## src/rtl/core/gcd_pkg.sv

```systemverilog
// Shared types, constants and the arc-tangent table for the great-circle distance core.
`timescale 1ns / 1ps
package gcd_pkg;

  // Number of micro-rotations in every CORDIC pipeline.
  localparam int unsigned CORDIC_STEPS = 30;

  // CORDIC gain compensation, Q30.
  localparam logic signed [32:0] GAIN_Q30 = 33'sd652032874;

  // One right angle as a Q30 phase.
  localparam logic [30:0] ONE_Q30 = 31'h4000_0000;

  // Queue between the front and back parts.
  localparam int unsigned QUEUE_DEPTH = 16;
  localparam int unsigned QUEUE_AW    = 4;

  // The four phases that one beat needs, binary angles with 2^32 per turn.
  typedef struct packed {
    logic [31:0] lat_a;
    logic [31:0] lat_b;
    logic [31:0] half_dlat;
    logic [31:0] half_dlon;
  } phase_set_t;

  // atan(2^-idx) as a binary phase.
  function automatic logic signed [32:0] arc_step(input int unsigned idx);
    logic signed [32:0] val;
    case (idx)
      0:       val = 33'sd536870912;
      1:       val = 33'sd316933406;
      2:       val = 33'sd167458907;
      3:       val = 33'sd85004756;
      4:       val = 33'sd42667331;
      5:       val = 33'sd21354465;
      6:       val = 33'sd10679838;
      7:       val = 33'sd5340245;
      8:       val = 33'sd2670163;
      9:       val = 33'sd1335087;
      10:      val = 33'sd667544;
      11:      val = 33'sd333772;
      12:      val = 33'sd166886;
      13:      val = 33'sd83443;
      14:      val = 33'sd41722;
      15:      val = 33'sd20861;
      16:      val = 33'sd10430;
      17:      val = 33'sd5215;
      18:      val = 33'sd2608;
      19:      val = 33'sd1304;
      20:      val = 33'sd652;
      21:      val = 33'sd326;
      22:      val = 33'sd163;
      23:      val = 33'sd81;
      24:      val = 33'sd41;
      25:      val = 33'sd20;
      26:      val = 33'sd10;
      27:      val = 33'sd5;
      28:      val = 33'sd3;
      29:      val = 33'sd1;
      default: val = 33'sd0;
    endcase
    return val;
  endfunction

endpackage

```

## src/rtl/core/gcd_queue.sv

```systemverilog
// Short queue of phase sets between the front and back parts.
`timescale 1ns / 1ps
module gcd_queue (
  input  logic                clk,
  input  logic                rst_n,
  input  logic                push,
  input  gcd_pkg::phase_set_t push_data,
  output logic                pop_vld,
  output gcd_pkg::phase_set_t pop_data
);
  import gcd_pkg::*;

  phase_set_t          mem_r [0:QUEUE_DEPTH-1];
  logic [QUEUE_AW-1:0] wr_r, rd_r;
  logic [QUEUE_AW:0]   cnt_r;

  // The back part never stalls, so the head leaves whenever it exists.
  assign pop_vld  = (cnt_r != '0);
  assign pop_data = mem_r[rd_r];

  always_ff @(posedge clk) begin
    if (!rst_n) begin
      wr_r  <= '0;
      rd_r  <= '0;
      cnt_r <= '0;
    end else begin
      if (push) begin
        wr_r <= wr_r + 1'b1;
      end
      if (pop_vld) begin
        rd_r <= rd_r + 1'b1;
      end
      if (push && !pop_vld) begin
        cnt_r <= cnt_r + 1'b1;
      end else if (!push && pop_vld) begin
        cnt_r <= cnt_r - 1'b1;
      end
    end
  end

  always_ff @(posedge clk) begin
    if (push) begin
      mem_r[wr_r] <= push_data;
    end
  end

endmodule

```

## config.mk

```make
export PLATFORM = sky130hd
export DESIGN_NAME = gcd_queue
export DESIGN_NICKNAME = d
export VERILOG_FILES = /design/src/rtl/core/gcd_pkg.sv /design/src/rtl/core/gcd_queue.sv
export SDC_FILE = /design/constraint.sdc
export NUM_CORES = 1
export LEC_CHECK = 0
export ABC_CLOCK_PERIOD_IN_PS = 4600
export BUFFER_PORTS_ARGS = -buffer_cell sky130_fd_sc_hd__buf_2
export CAP_MARGIN = 20
export CORE_ASPECT_RATIO = 0.8
export CORE_MARGIN = 2
export CORE_UTILIZATION = 45
export DETAILED_ROUTE_END_ITERATION = 10
export GPL_TIMING_DRIVEN = 0
export SYNTH_ARGS = -nofsm -noshare
export SYNTH_HDL_FRONTEND = slang
export SYNTH_SLANG_ARGS = --single-unit
```

## constraint.sdc

```tcl
create_clock -name clk -period 4.6 [get_ports clk]
set_clock_uncertainty 0.05 [all_clocks]
set_input_delay 0.23 -clock clk [delete_from_list [all_inputs] [get_ports clk]]
set_output_delay 0.23 -clock clk [all_outputs]
set_load 0.05 [all_outputs]
```

; ---- Word level (Yosys, flattened, before mapping)
; Memory sizes are Yosys's and may differ from the RTL's. A register that Yosys moved wholly into a read port is not among the register bits.
; Cells that the tools add are included.
[op_classes]
addsub = 4
multipliers = 0
div = 0
magnitude_cmp = 0
eq_ne = 0
shift = 0
n_mux = 6
bitwise_logic = 0
n_reduce_logical = 6
[ops]
columns = op, n
row1 = 2-to-1 mux 5 bit, 2
row2 = "adder 4 x 1 -> 4 bit, second input constant", 2
row3 = 2-to-1 mux 4 bit, 2
row4 = "adder 5 x 1 -> 5 bit, second input constant", 1
row5 = nonzero test 5 bit, 1
row6 = "subtractor 5 x 1 -> 5 bit, second input constant", 1
row7 = logical AND 1 bit, 2
row8 = logical NOT 1 bit, 2
row9 = 2-to-1 mux 1 bit, 2
row10 = nonzero test 2 bit, 1
[word_totals]
regBits = 13
latchBits = 0
ramBits = 2048
rom_bits = 0
in_bits = 131
output_inout_bits = 129
n_memories = 1
[memory_table]
columns = memory, words, word_bits, rd, rd_clocked_by_memory_dff, write_ports, line
row1 = mem_r, 16, 128, 1, 1, 1, gcd_queue.sv:13  ; phase_set_t mem_r [0:QUEUE_DEPTH-1];

; ---- Logic depth before layout (Yosys ltp)
[depth]
ltp_word = 4
mapped_depth = 10
ltp_nobuf = 9

; ---- Worst setup path before layout
; OpenSTA, ideal clock, no wires.
[synth_path]
kind = input to register
startpoint = input port push
endpoint = memory mem_r[0][0] in the netlist's numbering (enable)
setup_time_ns = 0.502
arrival_ns = 3.748
required_time_ns = 4.048
path_slack_ns = 0.300
cell_stages = 3
cell_sequence = clkbuf_1 nor3b_1 and2_1
[synth_via]
elab_chain_len = 2
[synth_lines]
columns = item, line
row1 = from (decl), gcd_queue.sv:6  ; input logic push,
row2 = 2-to-1 mux 1 bit, gcd_queue.sv:42  ; if (push) begin
row3 = 2-to-1 mux 1 bit (not written as such), gcd_queue.sv:43  ; mem_r[wr_r] <= push_data;
row4 = to (decl), gcd_queue.sv:13
; Every way passes these cells.

==> key figures <==
Logic synthesis
  – Synth unique cells: 41
  – Ranking of synthesized cells by area: edfxtp_1 79%, mux4_2 17%, a211oi_1 0.46%
  – Synth warnings: 0
  – Net Count, Synth: 3,273
  – Synth async-reset ratio: 0%
  – Sequential share of the synthesized area: 79.2%
  – Synth Register Bits: 2,065
  – Area leader, netlist: edfxtp_1
  – Synth top area share: 78.7%
  – Synth Instances: 3,133
  – EDFF count, synth: 2,048
  – Dominant synthesized flop cell: edfxtp_1
  – Avg Inst Size Synth: 24.9 µm²
  – Mapped cell area: 78,100 µm²

Worst hold path
  – HP Class: input pin to flip-flop

Floorplan
  – Die span in x: 470 µm
  – # IOs: 260
  – Die height: 377 µm
  – DIE AREA: 177,000 µm²
  – FP Rows: 136
  – Core area: 172,000 µm²
  – Initial core utilization: 45.4%

Worst setup path
  – CP startpoint kind: flip-flop
  – Critical Path End Type: primary output
  – Kind of critical path: flip-flop to primary output
  – Highest net fanout along the worst path: 10
  – Slowest CP cell: buf_2
  – Crit path largest cell delay: 0.50 ns
  – Cell mode on critical path: buf_2
  – Crit path DAT: 4.17 ns
  – CP Buf/Inv Count: 7
  – Cell family with most CP delay: buffers and inverters
  – Worst-path cell chain: buf_2 > buf_6 > buf_6 > buf_4 > buf_2 > buf_2 > a211oi_1 > a31oi_1 > buf_2
  – CP Data Required Time: 4.32 ns

Global route
  – Pin count of the biggest net entering global routing: 45
  – Gr usage total: 22.5%
  – Initial antenna violation count: 18
  – Vias in the first global route: 37,400
  – Congestion Overflow GR: 0
  – First-pass GRT wire length: 280,000 µm

STA
  – Slew Limit Fails: 0
  – Setup slack after layout: 0.148 ns
  – RSZ-0062 raised after global routing: false
  – Period utilization: 96.8%
  – Worst slew pin tran: 1.14 ns
  – Tmin final: 4.45 ns
  – Slew Limit Headroom: 24.3%
  – F_max: 225 MHz
  – # setup viols final: 0
  – Final Hold Violating Endpoints: 0

Run
  – Max-Cap Viols: 0

Run status
  – Status: complete, no violations

Cells and area
  – Commonest non-fill, non-tap cell in the layout: edfxtp_1
  – Layout cells sized above 1: 33.1%
  – Filler cells: 13,000
  – Area delta synth->final: 17.1%
  – Final #Nets: 3,917
  – Core Util, Final: 53.2%
  – Most frequent cells in the layout: 2,048 x edfxtp_1, 590 x mux4_2, 309 x buf_2
  – Layout Cells excl Fill: 6,222

Placement
  – Post-detail-place hpwl: 114,000 µm
  – Pre-CTS setup slack: 0.700 ns
  – Placed Cells: 5,722
  – PortBufs: 259
  – Routability cong.: 0.707

CTS
  – Htree depth: 4
  – Latest clock arrival within the worst-skew pair: 0.79 ns
  – CTS root buf: clkbuf_16
  – CTS tree: built
  – CTS sink count: 2,065
  – CTS clk-pin slew, worst paths: 0.06 ns
  – CTS buffer count: 202
  – Max Root-Sink Buffers: 3

Route
  – First drt pass iteration count: 5
  – Number of routed nets with antenna violations: 0
  – Total wire length: 198,000 µm
  – # DRC: 0
  – Detailed Route Iter0 Violations: 4,447
  – Vias: 36,600
  – Vias/cell: 5.88
  – Per-cell routed wire length: 31.9 µm

Power
  – Pleak: 28.6 nW
  – Worst vdd ir: 0.000442 V
  – Pwr/cell area: 540 nW/µm²
  – Total power: 49.4 mW
==> worst paths after layout <==
kind | startpoint | to | slack [ns] | depth (start not counted)
worst max register to register | cnt_r[0]$_SDFFE_PN0P_ | cnt_r[3]$_SDFFE_PN0P_ | 1.38 | 10
worst min-delay path | push_data[11] | mem_r[8][11]$_DFFE_PP_ | 0.30 | 2
worst max-delay path | flip-flop | pop_data[83] | 0.15 | 9
worst min register to register | rd_r[3]$_SDFFE_PN0N_ | rd_r[3]$_SDFFE_PN0N_ | 0.47 | 2
==> per-layer routing <==
metal	up-vias	GRT usage [%]	wire, µm
met1	19900	32.4	84200
met4	16	6.34	5280
met2	1465	34.8	93600
li1	14900	-	-
met5	-	0	93
met3	298	4.95	15100
==> where the power goes <==
group          switching [mW]  internal (mW)  total, mW  leakage (nW)
clock network            6.86           9.39       16.2          3.17
logic                    7.44           4.69       12.1          6.82
registers              0.0759           21.0       21.0          18.6
==> worst reg2reg max path, stage by stage, from the launching register on <==
cell,delay [ns]
dfxtp_1,0.29
clkbuf_1,0.17
or4_1,0.62
nor2_2,0.33
ha_1,0.32
inv_1,0.12
ha_1,0.32
and3_1,0.19
or3_1,0.35
a21oi_1,0.18
mux2i_1,0.22
==> final cells by class <==
cell class                      instances  area, µm²  area share, %
Multi-Input combinational cell        897      15300           16.7
Timing Repair Buffer                  442       3970           4.35
Clock buffer                          256       5410           5.91
Inverter                                6       22.5         0.0246
Antenna cell                            5       12.5         0.0137
Buffer                                163        985           1.08
Clock inverter                        111       1050           1.15
Tap cell                             2277       2850           3.12
Sequential cell                      2065      61800           67.6
==> cell families (layout without fill, tap and decap cells) <==
| kind of cell | Yosys count | after routing | share of synthesized area [%] |
|---|---|---|---|
| DFF | 2065 | 2065 | 79.2 |
| AOI/OAI and AO/OA | 116 | 116 | 0.971 |
| buffers and inverters | 171 | 978 | 1.29 |
| adders and majority gates | 9 | 9 | 0.144 |
| muxes | 616 | 616 | 17.3 |
| and+or+nand+nor | 149 | 149 | 1.00 |
| other | 0 | 5 | 0 |
| xor gates and xnor gates | 7 | 7 | 0.0785 |
==> Yosys cell counts, types with 2 or more instances <==
cell	number
a211oi_1	48
a21boi_0	3
a21oi_1	25
a31oi_1	26
and2_1	51
and3_1	2
buf_1	13
buf_2	51
buf_4	18
buf_6	31
clkbuf_1	51
dfxtp_1	17
edfxtp_1	2048
ha_1	9
inv_1	4
mux2i_1	26
mux4_2	590
nand2_1	58
nor2_1	2
nor2b_1	23
nor3_1	3
o21a_1	3
o21ai_0	6
o21ai_1	2
or3_1	2
xnor2_1	6
==> per-stage QoR <==
step | hold WS, ns | setup TNS [ns] | cell area (µm²)
after floorplan | 0.279 | 0 | 78100
after global placement | 0.432 | -8569.76 | 82300
after detailed placement | 0.467 | 0 | 83700
after CTS | 0.245 | 0 | 91400
after global routing | 0.285 | 0 | 91400
final | 0.303 | 0 | 91500
==> what timing repair did <==
item	CTS	global route
hold buffers	130	0
hold endpoints to repair	2056	0
cloned	0	0
buffers inserted	0	0
resized for setup	2	6
endpoints found under the setup margin	9	5
==> state kept, by name (all words and copies together), names as in the netlist, named ones only <==
name,cells
mem_r,2048
cnt_r,5
wr_r,4
rd_r,4
(Power assumes the default switching activity.)
