**src/rtl/core/gcd_pkg.sv**
```systemverilog
// Shared types, constants and the arc-tangent table for the great-circle distance core.
`timescale 1ns / 1ps
package gcd_pkg;

  // Number of micro-rotations in every CORDIC pipeline.
  localparam int unsigned CORDIC_STEPS = 30;

  // CORDIC gain compensation, Q30.
  localparam logic signed [32:0] GAIN_Q30 = 33'sd652032874;

  // One right angle as a Q30 phase.
  localparam logic [30:0] ONE_Q30 = 31'h4000_0000;

  // Queue between the front and back parts.
  localparam int unsigned QUEUE_DEPTH = 16;
  localparam int unsigned QUEUE_AW    = 4;

  // The four phases that one beat needs, binary angles with 2^32 per turn.
  typedef struct packed {
    logic [31:0] lat_a;
    logic [31:0] lat_b;
    logic [31:0] half_dlat;
    logic [31:0] half_dlon;
  } phase_set_t;

  // atan(2^-idx) as a binary phase.
  function automatic logic signed [32:0] arc_step(input int unsigned idx);
    logic signed [32:0] val;
    case (idx)
      0:       val = 33'sd536870912;
      1:       val = 33'sd316933406;
      2:       val = 33'sd167458907;
      3:       val = 33'sd85004756;
      4:       val = 33'sd42667331;
      5:       val = 33'sd21354465;
      6:       val = 33'sd10679838;
      7:       val = 33'sd5340245;
      8:       val = 33'sd2670163;
      9:       val = 33'sd1335087;
      10:      val = 33'sd667544;
      11:      val = 33'sd333772;
      12:      val = 33'sd166886;
      13:      val = 33'sd83443;
      14:      val = 33'sd41722;
      15:      val = 33'sd20861;
      16:      val = 33'sd10430;
      17:      val = 33'sd5215;
      18:      val = 33'sd2608;
      19:      val = 33'sd1304;
      20:      val = 33'sd652;
      21:      val = 33'sd326;
      22:      val = 33'sd163;
      23:      val = 33'sd81;
      24:      val = 33'sd41;
      25:      val = 33'sd20;
      26:      val = 33'sd10;
      27:      val = 33'sd5;
      28:      val = 33'sd3;
      29:      val = 33'sd1;
      default: val = 33'sd0;
    endcase
    return val;
  endfunction

endpackage

```
**src/rtl/core/gcd_front.sv**
```systemverilog
// Front part: accepts beats, converts degrees to binary phases and manages queue credits.
`timescale 1ns / 1ps
module gcd_front (
  input  logic               clk,
  input  logic               rst_n,
  input  logic               start,
  output logic               busy,
  input  logic signed [27:0] in_first_latitude,
  input  logic signed [28:0] in_first_longitude,
  input  logic signed [27:0] in_second_latitude,
  input  logic signed [28:0] in_second_longitude,
  input  logic               credit_ret,
  output logic               ph_vld,
  output gcd_pkg::phase_set_t ph_data
);
  import gcd_pkg::*;

  localparam int unsigned NUM_W    = 39;
  localparam int unsigned PIPE_LEN = 4;
  localparam logic [NUM_W-1:0] HALF_DIV = NUM_W'(45);
  // ceil(2^45 / 90); (num * RECIP) >> 45 equals num / 90 for every num below 2^39.
  localparam logic [38:0] RECIP = 39'd390937467654;

  logic                  accept;
  logic [QUEUE_AW:0]     cred_r, cred_nxt;

  logic signed [27:0]    lat_a_r, lat_b_r;
  logic signed [28:0]    lon_a_r, lon_b_r;
  logic                  in_vld_r;

  logic [NUM_W-1:0]      num_r   [0:3];
  logic [37:0]           pp_hh_r [0:3];
  logic [38:0]           pp_hl_r [0:3];
  logic [38:0]           pp_lh_r [0:3];
  logic [39:0]           pp_ll_r [0:3];
  logic [37:0]           hh_r    [0:3];
  logic [40:0]           mid_r   [0:3];
  logic [57:0]           prod_sh [0:3];
  logic [31:0]           quo_r   [0:3];
  logic [3:0]            neg_r   [0:PIPE_LEN-1];
  logic [PIPE_LEN-1:0]   vld_r;

  logic signed [28:0]    dlat;
  logic signed [29:0]    dlon;
  logic [29:0]           mag [0:3];
  logic [3:0]            sgn;

  logic                  out_vld_r;
  phase_set_t            out_data_r;

  assign accept = start && !busy;
  assign busy   = (cred_r == '0);

  // Credits count free queue slots not yet claimed by beats in flight.
  always_comb begin
    cred_nxt = cred_r;
    if (accept && !credit_ret) begin
      cred_nxt = cred_r - 1'b1;
    end else if (!accept && credit_ret) begin
      cred_nxt = cred_r + 1'b1;
    end
  end

  always_ff @(posedge clk) begin
    if (!rst_n) begin
      cred_r    <= (QUEUE_AW+1)'(QUEUE_DEPTH);
      in_vld_r  <= 1'b0;
      vld_r     <= '0;
      out_vld_r <= 1'b0;
    end else begin
      cred_r    <= cred_nxt;
      in_vld_r  <= accept;
      vld_r     <= {vld_r[PIPE_LEN-2:0], in_vld_r};
      out_vld_r <= vld_r[PIPE_LEN-1];
    end
  end

  always_ff @(posedge clk) begin
    lat_a_r <= in_first_latitude;
    lon_a_r <= in_first_longitude;
    lat_b_r <= in_second_latitude;
    lon_b_r <= in_second_longitude;
  end

  always_comb begin
    dlat   = 29'(lat_b_r) - 29'(lat_a_r);
    dlon   = 30'(lon_b_r) - 30'(lon_a_r);
    sgn    = {dlon[29], dlat[28], lat_b_r[27], lat_a_r[27]};
    mag[0] = lat_a_r[27] ? 30'(-30'(lat_a_r)) : 30'(lat_a_r);
    mag[1] = lat_b_r[27] ? 30'(-30'(lat_b_r)) : 30'(lat_b_r);
    mag[2] = dlat[28] ? 30'(-30'(dlat)) : 30'(dlat);
    mag[3] = dlon[29] ? 30'(-dlon) : 30'(dlon);
  end

  // Phase = round(deg * 4096 / 360) for full angles, with 2048 for half
  // differences; both reduce to floor((mag * 2^k + 45) / 90).
  always_ff @(posedge clk) begin
    num_r[0] <= {mag[0][28:0], 10'b0} + HALF_DIV;
    num_r[1] <= {mag[1][28:0], 10'b0} + HALF_DIV;
    num_r[2] <= {mag[2], 9'b0} + HALF_DIV;
    num_r[3] <= {mag[3], 9'b0} + HALF_DIV;
    neg_r[0] <= sgn;
  end

  // Division by 90 as a multiplication by its reciprocal, split at bit 20 into
  // four partial products that are summed in the hh_r/mid_r and quo_r registers.
  // Only the product shifted right by 20 is kept, which is exact for the floor.
  always_comb begin
    for (int c = 0; c < 4; c++) begin
      prod_sh[c] = {hh_r[c], 20'b0} + 58'(mid_r[c]);
    end
  end

  always_ff @(posedge clk) begin
    for (int c = 0; c < 4; c++) begin
      pp_hh_r[c] <= 38'(num_r[c][38:20]) * 38'(RECIP[38:20]);
      pp_hl_r[c] <= 39'(num_r[c][38:20]) * 39'(RECIP[19:0]);
      pp_lh_r[c] <= 39'(num_r[c][19:0]) * 39'(RECIP[38:20]);
      pp_ll_r[c] <= 40'(num_r[c][19:0]) * 40'(RECIP[19:0]);
      hh_r[c]    <= pp_hh_r[c];
      mid_r[c]   <= 41'(pp_hl_r[c]) + 41'(pp_lh_r[c]) + 41'(pp_ll_r[c][39:20]);
      quo_r[c]   <= prod_sh[c][56:25];
    end
    for (int s = 1; s < PIPE_LEN; s++) begin
      neg_r[s] <= neg_r[s-1];
    end
  end

  always_ff @(posedge clk) begin
    out_data_r.lat_a     <= neg_r[PIPE_LEN-1][0] ? 32'(-quo_r[0]) : quo_r[0];
    out_data_r.lat_b     <= neg_r[PIPE_LEN-1][1] ? 32'(-quo_r[1]) : quo_r[1];
    out_data_r.half_dlat <= neg_r[PIPE_LEN-1][2] ? 32'(-quo_r[2]) : quo_r[2];
    out_data_r.half_dlon <= neg_r[PIPE_LEN-1][3] ? 32'(-quo_r[3]) : quo_r[3];
  end

  assign ph_vld  = out_vld_r;
  assign ph_data = out_data_r;

endmodule

```
**config.mk**
```make
export PLATFORM = sky130hd
export DESIGN_NAME = gcd_front
export DESIGN_NICKNAME = d
export VERILOG_FILES = /design/src/rtl/core/gcd_pkg.sv /design/src/rtl/core/gcd_front.sv
export SDC_FILE = /design/constraint.sdc
export NUM_CORES = 2
export LEC_CHECK = 0
export BUFFER_PORTS_ARGS = -buffer_cell sky130_fd_sc_hd__buf_2
export CAP_MARGIN = 20
export CORE_ASPECT_RATIO = 0.75
export CORE_UTILIZATION = 39
export CTS_CLUSTER_SIZE = 14
export DETAILED_ROUTE_END_ITERATION = 10
export GPL_TIMING_DRIVEN = 0
export PLACE_DENSITY = 0.58
export SKIP_LAST_GASP = 1
export SLEW_MARGIN = 20
export SYNTH_ARGS = -nofsm -noshare
export SYNTH_HDL_FRONTEND = slang
export SYNTH_SLANG_ARGS = --single-unit
```
**constraint.sdc**
```tcl
create_clock -name clk -period 13.4 [get_ports clk]
set_clock_uncertainty 0.1 [all_clocks]
set_input_delay 0 -clock clk [delete_from_list [all_inputs] [get_ports clk]]
set_output_delay 0 -clock clk [all_outputs]
set_load 0.005 [all_outputs]
```
### Yosys cells after proc, flatten, opt, wreduce, memory -nomap -nowiden

Memory sizes are Yosys's and may differ from the RTL's.
Index checks and enable logic that the tools add are counted.

| word-level totals | value |
|---|---|
| bits in writable memories | 1192 |
| flip-flop bits (word level) | 253 |
| memory bits (read-only) | 0 |
| latch bits | 0 |
| logic and storage cells | 83 |
| bits of input ports | 118 |
| output and inout port bits | 130 |
| memories | 9 |

| operators by class | value |
|---|---|
| div/mod/pow operators | 0 |
| reduce and logical (&&, ||, !) cells | 8 |
| multiply operators | 16 |
| mux-type cells | 10 |
| $lt $le $gt $ge | 0 |
| eq/ne operators | 0 |
| bitwise gates (word level) | 0 |
| shifts and indexed selects | 0 |
| add/sub/neg operators | 28 |

Memories:

| memory | words | width | read ports | clocked after Yosys merged registers in | wr ports | line | RTL |
|---|---|---|---|---|---|---|---|
| mid_r | 4 | 41 | 4 | 0 | 4 | gcd_front.sv:37 | `logic [40:0] mid_r [0:3];` |
| num_r | 4 | 39 | 4 | 0 | 4 | gcd_front.sv:31 | `logic [NUM_W-1:0] num_r [0:3];` |
| pp_lh_r | 4 | 39 | 4 | 0 | 4 | gcd_front.sv:34 | `logic [38:0] pp_lh_r [0:3];` |
| hh_r | 4 | 38 | 4 | 0 | 4 | gcd_front.sv:36 | `logic [37:0] hh_r [0:3];` |
| pp_hh_r | 4 | 38 | 4 | 0 | 4 | gcd_front.sv:32 | `logic [37:0] pp_hh_r [0:3];` |
| pp_ll_r | 4 | 34 | 4 | 0 | 4 | gcd_front.sv:35 | `logic [39:0] pp_ll_r [0:3];` |
| +3 memories | n/a | n/a | n/a | n/a | n/a | n/a |  |

Operator list:

| kind | number |
|---|---|
| $add 57x41->57 | 4 |
| $add 40x20->41 | 4 |
| $add 39x39->40 | 4 |
| $add 39x6->39 const B | 4 |
| $mul 20x19->39 const B | 4 |
| $mul 19x19->38 const B | 4 |
| $mul 20x14->34 const B | 4 |
| $mul 19x14->33 const B | 4 |
| $mux 32 | 4 |
| $neg 32->32 | 4 |
| $mux 30 | 2 |
| $mux 29 | 2 |
| $neg 28->29 | 2 |
| $neg 29->30 | 1 |
| $neg 30->30 | 1 |
| $sub 29x29->30 | 1 |
| $sub 28x28->29 | 1 |
| $mux 5 | 2 |
| $add 5x1->5 const B | 1 |
| $logic_not 5->1 | 1 |
| $sub 5x1->5 const B | 1 |
| $logic_and 1x1->1 | 3 |
| $logic_not 1->1 | 3 |
| $reduce_bool 2->1 | 1 |

### Logic depth before layout (Yosys ltp)

| logic depth | value |
|---|---|
| depth after elaboration | 7 |
| mapped depth | 23 |
| mapped depth without buffers | 23 |

### Worst setup path before layout

No wires, ideal clock.

| timing | value |
|---|---|
| kind | register to register |
| start point | memory num_r[1][32] |
| end point | memory pp_hh_r[1][31] |
| cell stages (with the launch flop) | 22 |
| library setup time | 141 ps |
| required time | 13159 ps |
| data arrival time | 5831 ps |
| setup slack | 7327 ps |
| period minus slack after synthesis | 6073 ps |
| cells stage by stage | dfxtp_1 -> ha_1 -> fa_1 -> inv_1 -> fa_1 -> inv_1 -> ha_1 -> inv_1 -> fa_1 -> fa_1 -> inv_1 -> ha_1 -> a21o_1 -> a2111o_1 -> o21bai_1 -> a211oi_1 -> nor3_1 -> a2111o_1 -> a311o_1 -> o31ai_1 -> mux2i_1 -> o311ai_0 |

RTL lines:

| element | line |
|---|---|
| start: declaration | gcd_front.sv:31 |
| end: declaration | gcd_front.sv:32 |

==> run metrics <==
outcome=complete, but fails checks; violated checks=design-rule violations; cts repair resizes=0; Ys Warns=0; Slew @ Worst Pin=~1000 ps; num ports=around 250; Setup Viol. Count Final=0; total CTS buffers=140; WL met1=between 100 and 150 mm; asr flop ratio synth=0%; post-synthesis cell type count=roughly 80; ys flop type=dfxtp_1; Layout Nets=13100; startpoint types=flip-flop; Setup CP Type=flip-flop to flip-flop; post-CTS setup repair buffer count=0; crit-path cells=ha_1, xnor2_1, inv_1, ha_1, inv_1, fa_1, inv_1, fa_1, fa_1, inv_1, fa_1, inv_1, ha_1, nand4_1, nor2_1, a211oi_1, a41oi_1, a211oi_1, or3_1, o21a_1, o21ai_0, a221oi_1, xnor2_1; TritonCTS clock tree=built; Slew Limit Fails=0; first-pass GRT wire length=398 mm; antenna-violating nets left=0; later-pin clock latency in the skew report=a little over 800 ps; die area=approximately 0.25 mm2; share of the synthesized area in the top cell type=between 20% and 30%; DR vias/cell=4.95; clock transition at the registers of the reported paths=approximately 60 ps; Layout area overhead=12.8%; FF+latch area=approximately 0.024 mm2; pin count of the biggest net entering global routing=15; htree depth=4; DRT iter0 DRCs=between 3000 and 4000; WHS Endpoint=cred_r[4]; register area share after synthesis=24.9%; EDFF count, synth=0; wire per inst=approximately 18 um; crit-path most repeated cell=inv_1; critical path required time=between 10000 and 15000 ps; hold depth=4; metal2 WL=111 mm; fin crit period=8050 ps; Die Ht=about 430 um; Pre-antenna DRT Iters=8; share of layout cells above drive strength 1=5.05%; slowest CP cell=a211oi_1; DRT Wirelength=roughly 260 mm; core area=approximately 0.24 mm2; setup_tns=0 ps; DRC viols=4; final count of hold timing violations=0; leading area contributor after synthesis=dfxtp_1; reg-to-reg critical path startpoint=num_r[1][24]; fill count=23300; CP max FO=7; # rows=157; multi-input logic area=0.0639 mm2; initial antenna violation count=11; CTS max path bufs=4; gp weighted congestion=around 0.93; Hold Startpoint=rst_n; Via Count=68500; WP data arrival=~8500 ps; Chip Width=around 570 um; relative slew slack=around 31%; Remaining Overflow, GRT=0; clock sink count=1189; Yosys reg bits=approximately 1200; class of the worst hold path=primary input to flip-flop; Netlist Area Pre-Place=0.0957 mm2; FF-to-FF setup slack=between 5000 and 6000 ps; Setup crit start=num_r[1][24]; max layer used=met4; Synth area leaders=dfxtp_1, ha_1, fa_1; # port buffers=247; HPWL after DPL=about 220 mm; achievable frequency=approximately 120 MHz; Critical R2R Capture=pp_hl_r[1][32]; Final Non-Filler Cells=~14000; Starting Density=around 39%; total track usage=20.5%; Worst R2R Path Depth=23; Syn Area/Cell=9.69 um2; RSZ-0062 raised after global routing=false; routed wl met3=10.4 mm; Final Cycle Share=60.1%; CP top delay family=adder cells; CP Capture Type=flip-flop; CP peak stage delay=approximately 800 ps; # Max-Cap Violations=0; worst path bufs/invs=5; clock root cell=clkbuf_16; cells after synthesis=a little under 10000; vias in the first global route=about 70000; placed cell count=13400
[logic make-up after synthesis]
kind of cell	share of synthesized area, %
adders and majority gates	39.8
buffers and inverters	8.37
and+or+nand+nor	7.71
other	0.00392
muxes	0.120
DFF	24.9
AOI/OAI and AO/OA	11.3
xor gates and xnor gates	7.85
[state kept, by name (all words and copies together), names as in the netlist, 4 cells and up]
register and count:
cred_r 5, ph_data 128, quo_r 128, neg_r 16, mid_r 80, hh_r 148
lat_a_r 28, lon_b_r 29, pp_lh_r 118, pp_hl_r 129, vld_r 4, lat_b_r 28
num_r 118, pp_ll_r 60, pp_hh_r 139, lon_a_r 29
[cells in the final DEF (no fill, tap or decap), drive strengths merged, types with 82 or more instances in the layout]
master	count
nand2b	85
nand3	114
o21a	82
nor2	381
nor3	123
inv	2037
buf	253
clkbuf	292
a21o	245
o21ai	343
a21oi	466
o31ai	86
xnor2	594
xor2	264
ha	1660
fa	865
nand2	346
dfxtp	1189
dlygate4sd3	233
[worst max-delay path by stage]
stage	end	slack [ps]	depth (start not counted)
after global routing	pp_hl_r[1][32]	5080	23
after detailed placement	pp_hl_r[1][32]	5610	23
final	pp_hl_r[1][32]	5350	23
after global placement	pp_hl_r[1][31]	5180	21
after CTS	pp_hl_r[1][32]	5490	23
after floorplan	pp_hh_r[1][31]	7330	21
[routing by layer]
metal	GRT usage [%]	vias up
met2	31.7	1285
met4	5.33	0
met3	2.57	302
met1	30.1	33300
met5	0	-
li1	-	33700
[worst min-delay path, stage by stage]
cell,delay [ps]
dlygate4sd3_1,530
buf_2,120
clkbuf_1,170
nand3_1,100
[cell type report]
type | count | share of cell area (%)
timing repair buffer | 481 | 3.31
sequential | 1189 | 22.1
multi-input combinational | 6551 | 59.2
clock inverter | 57 | 0.658
inverter | 2022 | 7.03
buffer | 112 | 0.391
antenna | 2 | 0.00464
tap | 3259 | 3.78
clock buffer | 185 | 3.59
[synthesized netlist by cell type, types with 23 or more instances]
cell,n
fa_1,865
xor2_1,264
nor2_1,381
nor2b_1,63
o41ai_1,39
nand4_1,66
and2_1,53
a21o_1,245
or2_2,23
or3_1,60
o31ai_1,84
ha_1,1660
clkbuf_1,107
or4_1,36
nand3_1,114
a211oi_1,76
dfxtp_1,1189
nand2_1,346
inv_1,2022
o21a_1,82
and3_1,54
a21boi_0,23
o21ai_0,339
xnor2_1,594
a21oi_1,466
nand2b_1,85
o21bai_1,76
nor3_1,123
a31oi_1,43
[metrics by stage]
stage / cell area [um2] / hold WS [ps] / utilization [%] / setup WS (ps)
6_report: 108000 / 75.5 / 44.2 / 5350
5_1_grt: 108000 / 69.3 / 44.2 / 5080
4_1_cts: 108000 / 9.21 / 44.2 / 5490
3_5_place_dp: 101000 / 3.56 / 41.4 / 5610
3_3_place_gp: 101000 / 1.74 / 41.4 / 5180
2_1_floorplan: 95700 / -72.3 / - / 7330
[timing repair]
item / in CTS / in global routing
endpoints found under the setup margin: 0 / 0
endpoints found under the hold margin: 125 / 0
hold buffers: 233 / 0
Power is left out: the tool's default activity adds up to more than one toggle a clock period on the data nets, which glitch-free logic cannot reach.
